<file path="src/hdl/tlq_pkg.sv">
// Package for the threshold alarm qualifier: payload types, codes and helpers.
package tlq_pkg;

	localparam int unsigned LEVEL_W   = 32;
	localparam int unsigned COUNT_W   = 16;
	localparam int unsigned TOTAL_W   = 32;
	localparam int unsigned TIME_W    = 40;
	localparam int unsigned SPAN_W    = 27;
	localparam int unsigned CFG_IDX_W = 3;
	localparam int unsigned CFG_DAT_W = 32;

	typedef enum logic [1:0] {
		ST_NORMAL   = 2'd0,
		ST_WARNING  = 2'd1,
		ST_CRITICAL = 2'd2
	} alarm_state_t;

	typedef enum logic [1:0] {
		EV_WARNING  = 2'd0,
		EV_CRITICAL = 2'd1,
		EV_RECOVERY = 2'd2
	} event_level_t;

	typedef enum logic [CFG_IDX_W-1:0] {
		REG_COMPARE_BELOW    = 3'd0,
		REG_WARNING_LEVEL    = 3'd1,
		REG_CRITICAL_LEVEL   = 3'd2,
		REG_RECOVERY_LEVEL   = 3'd3,
		REG_WARNING_PERSIST  = 3'd4,
		REG_CRITICAL_PERSIST = 3'd5,
		REG_RECOVERY_PERSIST = 3'd6,
		REG_COOLDOWN_SPAN    = 3'd7
	} cfg_reg_t;

	typedef struct packed {
		logic [LEVEL_W-1:0] sample_value;
		logic               force_warning;
		logic               force_critical;
		logic               hold_recovery;
		logic [TIME_W-1:0]  timestamp_ms;
	} in_item_t;

	typedef struct packed {
		event_level_t       event_level;
		logic [COUNT_W-1:0] run_hits;
		logic [TOTAL_W-1:0] all_hits;
		logic [LEVEL_W-1:0] peak_value;
	} out_item_t;

	typedef struct packed {
		logic               compare_below;
		logic [LEVEL_W-1:0] warning_level;
		logic [LEVEL_W-1:0] critical_level;
		logic [LEVEL_W-1:0] recovery_level;
		logic [COUNT_W-1:0] warning_persist;
		logic [COUNT_W-1:0] critical_persist;
		logic [COUNT_W-1:0] recovery_persist;
		logic [SPAN_W-1:0]  cooldown_span;
	} cfg_t;

	function automatic logic [COUNT_W-1:0] sat_inc16(input logic [COUNT_W-1:0] v);
		return (&v) ? v : v + 1'b1;
	endfunction

	function automatic logic [TOTAL_W-1:0] sat_inc32(input logic [TOTAL_W-1:0] v);
		return (&v) ? v : v + 1'b1;
	endfunction

endpackage

</file>
<file path="src/hdl/tlq_cfg.sv">
// Configuration register file for the threshold alarm qualifier.
module tlq_cfg (
	input  logic                              clk,
	input  logic                              arst_n,
	input  logic                              cfg_wr_en,
	input  logic [tlq_pkg::CFG_IDX_W-1:0]     cfg_index,
	input  logic [tlq_pkg::CFG_DAT_W-1:0]     cfg_wdata,
	output tlq_pkg::cfg_t                     cfg
);
	import tlq_pkg::*;

	cfg_t cfg_q;

	always_ff @(posedge clk or negedge arst_n) begin
		if (!arst_n) begin
			cfg_q <= '{warning_persist: COUNT_W'(1), critical_persist: COUNT_W'(1),
				recovery_persist: COUNT_W'(1), default: '0};
		end else if (cfg_wr_en) begin
			unique case (cfg_reg_t'(cfg_index))
				REG_COMPARE_BELOW:    cfg_q.compare_below    <= cfg_wdata[0];
				REG_WARNING_LEVEL:    cfg_q.warning_level    <= cfg_wdata[LEVEL_W-1:0];
				REG_CRITICAL_LEVEL:   cfg_q.critical_level   <= cfg_wdata[LEVEL_W-1:0];
				REG_RECOVERY_LEVEL:   cfg_q.recovery_level   <= cfg_wdata[LEVEL_W-1:0];
				REG_WARNING_PERSIST:  cfg_q.warning_persist  <= cfg_wdata[COUNT_W-1:0];
				REG_CRITICAL_PERSIST: cfg_q.critical_persist <= cfg_wdata[COUNT_W-1:0];
				REG_RECOVERY_PERSIST: cfg_q.recovery_persist <= cfg_wdata[COUNT_W-1:0];
				REG_COOLDOWN_SPAN:    cfg_q.cooldown_span    <= cfg_wdata[SPAN_W-1:0];
				default: ;
			endcase
		end
	end

	assign cfg = cfg_q;

endmodule

</file>
<file path="src/hdl/tlq_core.sv">
// Alarm state, persistence counters and event decision for one sample per step.
module tlq_core (
	input  logic               clk,
	input  logic               arst_n,
	input  tlq_pkg::cfg_t      cfg,
	input  tlq_pkg::in_item_t  item,
	input  logic               step,
	output logic               res_fire,
	output tlq_pkg::out_item_t res
);
	import tlq_pkg::*;

	alarm_state_t       state_q, state_d;
	logic [COUNT_W-1:0] hit_run_q, hit_run_d;
	logic [COUNT_W-1:0] crit_run_q, crit_run_d;
	logic [COUNT_W-1:0] rec_run_q, rec_run_d;
	logic [TOTAL_W-1:0] hit_total_q, hit_total_d;
	logic [LEVEL_W-1:0] peak_q, peak_d;
	logic [TIME_W-1:0]  last_act_q, last_act_d;
	logic               notified_q, notified_d;

	logic               crit_hit, warn_hit, rec_ok, in_cool;
	logic               go_crit, go_warn, rec_path, go_norm;
	logic [COUNT_W-1:0] hit_run_inc, crit_run_inc, rec_run_inc;
	logic [TOTAL_W-1:0] hit_total_inc;
	logic [TIME_W-1:0]  elapsed;
	logic [LEVEL_W-1:0] v;

	assign v = item.sample_value;

	assign crit_hit = (cfg.compare_below ? (v <= cfg.critical_level)
		: (v >= cfg.critical_level)) || item.force_critical;
	assign warn_hit = (cfg.compare_below ? (v <= cfg.warning_level)
		: (v >= cfg.warning_level)) || item.force_warning;
	assign rec_ok = !item.hold_recovery && (cfg.compare_below ? (v >= cfg.recovery_level)
		: (v <= cfg.recovery_level));

	assign hit_run_inc   = sat_inc16(hit_run_q);
	assign crit_run_inc  = sat_inc16(crit_run_q);
	assign rec_run_inc   = sat_inc16(rec_run_q);
	assign hit_total_inc = sat_inc32(hit_total_q);

	// elapsed time wraps at 40 bits; a zero activation time means never activated
	assign elapsed = item.timestamp_ms - last_act_q;
	assign in_cool = (cfg.cooldown_span != '0) && (last_act_q != '0)
		&& (elapsed < TIME_W'(cfg.cooldown_span));

	assign go_crit = crit_hit && (item.force_critical || crit_run_inc >= cfg.critical_persist)
		&& (state_q != ST_CRITICAL);
	assign go_warn = !crit_hit && warn_hit
		&& (item.force_warning || hit_run_inc >= cfg.warning_persist)
		&& (state_q == ST_NORMAL);
	assign rec_path = !crit_hit && !warn_hit && rec_ok && (state_q != ST_NORMAL);
	assign go_norm  = rec_path && (rec_run_inc >= cfg.recovery_persist);

	// next state
	always_comb begin
		state_d     = state_q;
		hit_run_d   = hit_run_q;
		crit_run_d  = crit_run_q;
		rec_run_d   = rec_run_q;
		hit_total_d = hit_total_q;
		last_act_d  = last_act_q;
		notified_d  = notified_q;
		peak_d      = (v > peak_q) ? v : peak_q;
		priority if (crit_hit) begin
			hit_run_d   = hit_run_inc;
			crit_run_d  = crit_run_inc;
			hit_total_d = hit_total_inc;
			rec_run_d   = '0;
			if (go_crit) begin
				state_d    = ST_CRITICAL;
				notified_d = 1'b1;
				last_act_d = item.timestamp_ms;
			end
		end else if (warn_hit) begin
			hit_run_d   = hit_run_inc;
			hit_total_d = hit_total_inc;
			crit_run_d  = '0;
			rec_run_d   = '0;
			if (go_warn) begin
				state_d = ST_WARNING;
				// suppressed warning leaves the notification bookkeeping alone
				if (!in_cool) begin
					notified_d = 1'b1;
					last_act_d = item.timestamp_ms;
				end
			end
		end else if (rec_path) begin
			rec_run_d = rec_run_inc;
			if (go_norm) begin
				state_d    = ST_NORMAL;
				hit_run_d  = '0;
				crit_run_d = '0;
				notified_d = 1'b0;
			end
		end else begin
			hit_run_d  = '0;
			crit_run_d = '0;
			rec_run_d  = '0;
		end
	end

	// event output
	always_comb begin
		res_fire        = 1'b0;
		res.event_level = EV_WARNING;
		if (go_crit) begin
			res_fire        = 1'b1;
			res.event_level = EV_CRITICAL;
		end else if (go_warn && !in_cool) begin
			res_fire        = 1'b1;
			res.event_level = EV_WARNING;
		end else if (go_norm && notified_q) begin
			res_fire        = 1'b1;
			res.event_level = EV_RECOVERY;
		end
		res.run_hits   = hit_run_d;
		res.all_hits   = hit_total_d;
		res.peak_value = peak_d;
	end

	always_ff @(posedge clk or negedge arst_n) begin
		if (!arst_n) begin
			state_q     <= ST_NORMAL;
			hit_run_q   <= '0;
			crit_run_q  <= '0;
			rec_run_q   <= '0;
			hit_total_q <= '0;
			peak_q      <= '0;
			last_act_q  <= '0;
			notified_q  <= 1'b0;
		end else if (step) begin
			state_q     <= state_d;
			hit_run_q   <= hit_run_d;
			crit_run_q  <= crit_run_d;
			rec_run_q   <= rec_run_d;
			hit_total_q <= hit_total_d;
			peak_q      <= peak_d;
			last_act_q  <= last_act_d;
			notified_q  <= notified_d;
		end
	end

endmodule

</file>
<file path="src/hdl/threshold_alarm_qualifier.sv">
// Threshold alarm qualifier top level: input stage, alarm core and result register.
//
// Usage:
//   Samples enter on the in_valid/in_ready channel as in_item requests. Each one is
//   compared against the critical, warning and recovery levels and may produce one
//   event (warning, critical or recovery) on the out_valid/out_ready channel.
//   Samples that produce no event are consumed silently.
//   Configuration is written through cfg_wr_en/cfg_index/cfg_wdata, one register
//   per cycle, while no request is in flight.
// Pipeline:
//   An accepted request is held in the input stage and is evaluated as it moves
//   into the result register, where an event is registered and shows on out_valid.
//   One request is taken every clock while no result waits on a low out_ready; the
//   alarm core updates its state as each request advances, which sets that rate.
// Reset and stall:
//   arst_n clears the alarm state, counters, peak and all configuration (persistence
//   registers to 1). When out_ready is low with a result waiting, the input stage
//   still takes one more request; in_ready drops only when both stages are full.
module threshold_alarm_qualifier (
	input  logic                          clk,
	input  logic                          arst_n,
	input  logic                          in_valid,
	output logic                          in_ready,
	input  tlq_pkg::in_item_t             in_item,
	output logic                          out_valid,
	input  logic                          out_ready,
	output tlq_pkg::out_item_t            out_item,
	input  logic                          cfg_wr_en,
	input  logic [tlq_pkg::CFG_IDX_W-1:0] cfg_index,
	input  logic [tlq_pkg::CFG_DAT_W-1:0] cfg_wdata
);
	import tlq_pkg::*;

	cfg_t      cfg;
	in_item_t  item_s1;
	logic      valid_s1;
	out_item_t res;
	logic      res_fire;
	out_item_t out_q;
	logic      out_valid_q;
	logic      advance;

	assign advance  = valid_s1 && (!out_valid_q || out_ready);
	assign in_ready = !valid_s1 || advance;

	tlq_cfg u_cfg (
		.clk       (clk),
		.arst_n    (arst_n),
		.cfg_wr_en (cfg_wr_en),
		.cfg_index (cfg_index),
		.cfg_wdata (cfg_wdata),
		.cfg       (cfg)
	);

	tlq_core u_core (
		.clk      (clk),
		.arst_n   (arst_n),
		.cfg      (cfg),
		.item     (item_s1),
		.step     (advance),
		.res_fire (res_fire),
		.res      (res)
	);

	always_ff @(posedge clk or negedge arst_n) begin
		if (!arst_n) begin
			valid_s1 <= 1'b0;
		end else if (in_ready) begin
			valid_s1 <= in_valid;
		end
	end

	always_ff @(posedge clk) begin
		if (in_ready && in_valid) begin
			item_s1 <= in_item;
		end
	end

	always_ff @(posedge clk or negedge arst_n) begin
		if (!arst_n) begin
			out_valid_q <= 1'b0;
		end else if (advance) begin
			out_valid_q <= res_fire;
		end else if (out_ready) begin
			out_valid_q <= 1'b0;
		end
	end

	always_ff @(posedge clk) begin
		if (advance && res_fire) begin
			out_q <= res;
		end
	end

	assign out_valid = out_valid_q;
	assign out_item  = out_q;

endmodule

</file>
<file path="config.mk">
export PLATFORM = sky130hd
export DESIGN_NAME = threshold_alarm_qualifier
export DESIGN_NICKNAME = d
export VERILOG_FILES = /design/src/hdl/tlq_pkg.sv /design/src/hdl/tlq_cfg.sv /design/src/hdl/tlq_core.sv /design/src/hdl/threshold_alarm_qualifier.sv
export SDC_FILE = /design/constraint.sdc
export NUM_CORES = 1
export LEC_CHECK = 0
export BUFFER_PORTS_ARGS = -buffer_cell sky130_fd_sc_hd__buf_2
export CORE_MARGIN = 2
export CORE_UTILIZATION = 40
export CTS_CLUSTER_SIZE = 28
export DETAILED_ROUTE_END_ITERATION = 12
export GPL_ROUTABILITY_DRIVEN = 0
export REMOVE_ABC_BUFFERS = 1
export SYNTH_ARGS = -nofsm -noshare
export SYNTH_HDL_FRONTEND = slang
export SYNTH_SLANG_ARGS = --single-unit
</file>
<file path="constraint.sdc">
create_clock -name clk -period 21.3 [get_ports clk]
set_clock_uncertainty 0.15 [all_clocks]
set_input_delay 3.195 -clock clk [delete_from_list [all_inputs] [get_ports clk]]
set_output_delay 3.195 -clock clk [all_outputs]
set_load 0.005 [all_outputs]
</file>
## Yosys cells after proc, flatten, opt, wreduce, memory -nomap -nowiden

Index checks and enable logic that the tools add are counted.

- Equal/unequal tests: 13
- Reductions and logical operators: 56
- Multiplexer cells: 46
- $lt $le $gt $ge: 11
- Add/subtract/negate cells: 5

Operator list:

| kind | count |
|---|---|
| $mux W16 | 14 |
| $mux W40 | 5 |
| $mux W32 | 4 |
| $ge A32 B32 Y1 | 3 |
| $le A32 B32 Y1 | 3 |
| $add A16 B1 Y16 const B | 3 |
| $ge A16 B16 Y1 | 3 |
| $reduce_and A16 Y1 | 3 |
| $lt A40 B27 Y1 | 1 |
| $reduce_bool A40 Y1 | 1 |
| $sub A40 B40 Y40 | 1 |
| $add A32 B1 Y32 const B | 1 |
| $gt A32 B32 Y1 | 1 |
| $reduce_and A32 Y1 | 1 |
| $reduce_bool A27 Y1 | 1 |
| $reduce_and A2 Y1 | 9 |
| $logic_and A1 B1 Y1 | 17 |
| $mux W1 | 16 |
| $mux W2 | 7 |
| $eq A3 B3 Y1 const B | 4 |
| $reduce_and A5 Y1 | 2 |
| $reduce_bool A2 Y1 | 4 |
| $eq A3 B2 Y1 const B | 2 |
| $logic_not A1 Y1 | 6 |
| other kinds (11) | 19 |

- Output and inout port bits: 84
- Logic and storage cells: 159
- Input port bits: 115
- Register bits: 486

## Longest topological paths before layout

- Depth in word-level cells: 13
- Mapped depth: 23
- Depth with buffers taken out: 21

## Modules after synthesis

From an unflattened synthesis, not the netlist that was laid out.

- Cell total of the unflattened synthesis: 2508
- Area, all modules: 28039.4 um2

By module, submodules not included:

| module | cells each | sequential area each (um2) | times used | area an instance (um2) |
|---|---|---|---|---|
| tlq_core | 1968 | 3878.7 | 1 | 16328.2 |
| tlq_cfg | 373 | 4307.9 | 1 | 6887.9 |
| threshold_alarm_qualifier | 167 | 4764.6 | 1 | 4823.4 |

## Worst setup path after synthesis

No wires, ideal clock.

- Kind: in2reg
- Start point: input port out_ready
- End point: register out_q (netlist bit out_item[0]) (enable)
- Buffers on the path: 1
- Library setup time: 0.539 ns
- Stages on the path: 4
- Setup slack: 13.081 ns
- Data required time: 20.611 ns
- Arrival time: 7.530 ns
- Cells stage by stage: nand2b_1 > nand2_1 > clkbuf_1 > o21bai_1

- Cells in the longest elaborated chain, start to end: 3

Ends and longest elaborated chain:

| element | line | RTL |
|---|---|---|
| start: declaration | threshold_alarm_qualifier.sv:26 | `input logic out_ready,` |
| $logic_or A1 B1 Y1 | threshold_alarm_qualifier.sv:43 | `assign advance = valid_s1 && (!out_valid_q \|\| out_ready);` |
| $logic_and A1 B1 Y1 | threshold_alarm_qualifier.sv:43 |  |
| $logic_and A1 B1 Y1 | threshold_alarm_qualifier.sv:90 | `if (advance && res_fire) begin` |
| end signal: assignment | threshold_alarm_qualifier.sv:91 | `out_q <= res;` |
| end: declaration | threshold_alarm_qualifier.sv:39 | `out_item_t out_q;` |

No other way between the ends.
A chain may end at the register's enable or synchronous reset.

## Final worst setup path

- Start point: input port out_ready
- End point: output port in_ready

- Cells in the longest elaborated chain, start to end: 3

Ends and longest elaborated chain:

| element | line | RTL |
|---|---|---|
| $logic_or A1 B1 Y1 | threshold_alarm_qualifier.sv:43 |  |
| $logic_and A1 B1 Y1 | threshold_alarm_qualifier.sv:43 |  |
| $logic_or A1 B1 Y1 | threshold_alarm_qualifier.sv:44 | `assign in_ready = !valid_s1 \|\| advance;` |
| end: declaration | threshold_alarm_qualifier.sv:23 | `output logic in_ready,` |

No other way between the ends.

==> out/results.md <==
### Power
* **total chip power** 3.686 mW
* **clock network fraction of total power** 25.8%
* **Pleak** 14.24 nW
* **Internal Pwr Total** 2.314 mW
* **power dissipated by switching net loads** 1.372 mW
* **part of the total power dissipated in sequential elements** 36.3%
* **peak ir drop on the vdd network** 73.96 uV
* **power share of the combinational group** 38.0%
* **PD cells** 116.6 nW/um^2
* **switching part of the total** 37.21%

### Route
* **Final Routed Wirelength** 72.92 mm
* **DRT iter0 DRCs** 1388
* **ratio of routed vias to standard cells** 5.410
* **number of search-and-repair iterations in the first detailed-routing pass** 8
* **number of antenna-violating nets in the routed design** 0
* **Avg WL per Cell** 18.51 um
* **remaining design rule violation count** 0
* **total number of vias** 21310

### Die
* **Initial Utilization** 40.52%
* **full die area** 71730 sq um
* **core outline area** 68710 sq um
* **number of ports placed on the die boundary** 199
* **Vert. Die Dim** 267.8 um
* **standard-cell row count** 96
* **Die Wd** 267.8 um

### Clock network
* **Setup Buffers After CTS** 0
* **CTS sink cnt** 486
* **clock tree from TritonCTS** done
* **post-cts resize count** 0
* **worst skew pair latency** 0.64 ns
* **clock buffer count from CTS** 54
* **number of hold-repair buffers added at the cts stage** 0
* **clock transition at the registers of the reported paths** 0.05 ns
* **total number of H-tree levels** 2
* **buffer depth of the longest clock path** 3
* **root buf cell** sky130_fd_sc_hd__clkbuf_16

### Global route
* **number of antenna violations at the first check in global routing** 9
* **number of global-route vias before repair** 21150
* **residual overflow from global routing** 0
* **maximum number of pins on one net before global-route repair** 104
* **first-pass GRT wire length** 115.1 mm
* **total track usage** 20.31%

### Yosys
* **EDFF count, synth** 157
* **sequential-to-total area share from yosys stat** 46.52%
* **Area contributors post-synth** sky130_fd_sc_hd__dfrtp_1 29%, sky130_fd_sc_hd__edfxtp_1 17%, sky130_fd_sc_hd__ha_1 11%
* **count leader, synth** sky130_fd_sc_hd__nand2_1
* **post-synthesis cell area** 27840 sq um
* **area share of the largest cell type after synthesis** 29.30%
* **synthesis-stage register bit count** 486
* **Synth async-reset ratio** 67.70%
* **cell count after synthesis** 2789
* **flip-flop cell with the highest count after synthesis** sky130_fd_sc_hd__dfrtp_1
* **Synth cell types** 78
* **Yosys Warn Count** 0
* **top post-synthesis cells by count** 357 x sky130_fd_sc_hd__nand2_1, 326 x sky130_fd_sc_hd__dfrtp_1, 279 x sky130_fd_sc_hd__inv_1, 245 x sky130_fd_sc_hd__ha_1, 223 x sky130_fd_sc_hd__o21ai_0
* **cell accounting for the most synthesized area** sky130_fd_sc_hd__dfrtp_1
* **per-instance average area after synthesis** 9.982 sq um

### Place
* **Final HPWL DP** 52.53 mm
* **port buffer count** 198
* **placed cell count** 3835
* **placement-stage worst setup slack** 14.03 ns

### STA
* **slew at the pin with the worst max-slew slack** 1.121 ns
* **Final period util** 34.12%
* **total negative slack** 0 ns
* **PnR worst setup slack** 14.03 ns
* **Slew Limit Headroom** 25.15%
* **RSZ-0062 raised after global routing** false
* **final hold violation count** 0
* **final hold slack** 0.3521 ns
* **f_max** 137.6 MHz
* **Final Critical Period** 7.268 ns
* **count of endpoints failing setup in the final report** 0
* **max-slew violation total from the final report** 0

### Layout
* **area growth from synthesis to layout** 13.53%
* **number of inserted filler cells in the final layout** 6498
* **ratio of cells with drive above 1 in the final layout** 15.77%
* **Finished Layout Cells** 3940
* **Register Area** 12950 sq um
* **area of combinational cells with multiple inputs** 13450 sq um
* **Final nets** 3321

### Critical path
* **maximum fanout count along the critical path** 4
* **data required time at the worst endpoint** 17.96 ns
* **data arrival time at the worst-slack endpoint** 3.92 ns
* **crit path launch type** input pin
* **category of the most critical setup path** input pin to primary output
* **crit path capture type** primary output

### Hold path
* **Hold/Removal Path Class** flop to flop

### Job
* **Max-Cap Viols** 0

### Status
* **status** finished, final reports clean

==> cell type report <==
class                      count  share of cell area, %
tap                          931                  3.686
inverter                     280                  3.325
antenna                        3                0.02375
sequential                   486                  40.98
clock buffer                  71                  4.608
multi-input combinational   1916                  42.56
clock inverter                31                  1.085
timing repair buffer         222                  3.737
==> power groups by stage <==
stage	logic, mW	clock network [mW]	registers, mW
final	1.40	0.950	1.34
after global routing	1.58	1.01	1.36
after CTS	1.39	0.974	1.34
after detailed placement	1.39	0	1.35
after global placement	1.33	0	1.34
after floorplan	1.00	0	1.31
==> final timing paths <==
check / from / to / slack [ns] / depth (start not counted)
min in group asynchronous: arst_n / u_core.hit_total_q[15] / 2.47 / 1
hold reg to reg: u_core.peak_q[25] / u_core.peak_q[25] / 0.35 / 1
setup / recovery: out_ready / in_ready / 14.03 / 4
setup reg to reg: u_core.hit_run_q[4] / out_item[27] / 14.90 / 20
hold / removal: u_core.peak_q[25] / u_core.peak_q[25] / 0.35 / 1
max in group asynchronous: arst_n / u_cfg.cfg[9] / 16.89 / 2
==> through the flow <==
stage	instance area (sq um)	util [%]
after detailed placement	29800	43.37
after floorplan	27400	-
final	31610	46.00
after global placement	29800	43.37
after CTS	31600	45.99
after global routing	31600	46.00
==> flip-flops by register name, summed over array words and instances, names as in the netlist, 16 cells and up <==
name	flops
u_core.last_act_q	40
item_s1	75
u_cfg.cfg	172
out_item	82
u_core.peak_q	32
u_core.crit_run_q	16
u_core.hit_total_q	32
u_core.hit_run_q	16
u_core.rec_run_q	16
==> per-layer routing <==
metal | share of wire [%] | wire length (um) | vias up | global-route usage (%)
met5 | 0.11 | 77 | - | 0
met4 | 2.8 | 2030 | 12 | 6.372
met3 | 5.6 | 4090 | 131 | 3.748
met2 | 47 | 33920 | 518 | 33.52
met1 | 45 | 32800 | 10380 | 27.08
li1 | - | - | 10270 | -
==> cells by family after synthesis <==
kind of cell / synth area share (%)
and+or+nand+nor: 13.37
AOI/OAI and AO/OA: 14.12
xor gates and xnor gates: 3.838
DFF: 46.52
buffers and inverters: 5.366
muxes: 5.712
adders and majority gates: 11.08
==> cells in the final DEF (no fill, tap or decap), types with 8 or more instances in the layout <==
master | synthesis | final
sky130_fd_sc_hd__edfxtp_1 | 157 | 157
sky130_fd_sc_hd__xnor2_1 | 57 | 57
sky130_fd_sc_hd__a221o_1 | 40 | 40
sky130_fd_sc_hd__a211oi_1 | 8 | 8
sky130_fd_sc_hd__mux2_2 | 135 | 135
sky130_fd_sc_hd__clkbuf_1 | 90 | 14
sky130_fd_sc_hd__and3_1 | 21 | 21
sky130_fd_sc_hd__nand3_1 | 69 | 69
sky130_fd_sc_hd__nor3_1 | 50 | 49
sky130_fd_sc_hd__xor2_1 | 65 | 65
sky130_fd_sc_hd__o31ai_1 | 17 | 17
sky130_fd_sc_hd__clkbuf_16 | 0 | 55
sky130_fd_sc_hd__dfrtp_1 | 326 | 326
sky130_fd_sc_hd__nor2b_1 | 16 | 16
sky130_fd_sc_hd__nand2_1 | 357 | 357
sky130_fd_sc_hd__o2bb2ai_1 | 38 | 38
sky130_fd_sc_hd__ha_1 | 245 | 245
sky130_fd_sc_hd__buf_4 | 1 | 24
sky130_fd_sc_hd__nand4_1 | 51 | 51
sky130_fd_sc_hd__o21bai_1 | 11 | 10
sky130_fd_sc_hd__buf_2 | 6 | 197
sky130_fd_sc_hd__clkinv_2 | 0 | 10
sky130_fd_sc_hd__and4_1 | 11 | 11
sky130_fd_sc_hd__and2_1 | 9 | 8
sky130_fd_sc_hd__a31oi_1 | 14 | 13
sky130_fd_sc_hd__o21a_1 | 29 | 29
sky130_fd_sc_hd__o211ai_1 | 10 | 10
sky130_fd_sc_hd__a21oi_1 | 134 | 134
sky130_fd_sc_hd__nor2_1 | 120 | 119
sky130_fd_sc_hd__nand2b_1 | 10 | 10
sky130_fd_sc_hd__o21ai_0 | 223 | 223
sky130_fd_sc_hd__nor4_1 | 39 | 38
sky130_fd_sc_hd__inv_1 | 279 | 279
sky130_fd_sc_hd__a21o_1 | 25 | 25
==> worst max-delay path: stages <==
cell	delay (ns)
sky130_fd_sc_hd__buf_2	0.10
sky130_fd_sc_hd__nand2b_1	0.18
sky130_fd_sc_hd__or2_2	0.32
sky130_fd_sc_hd__buf_2	0.13
Note: power is estimated with default switching activity, not from simulation.
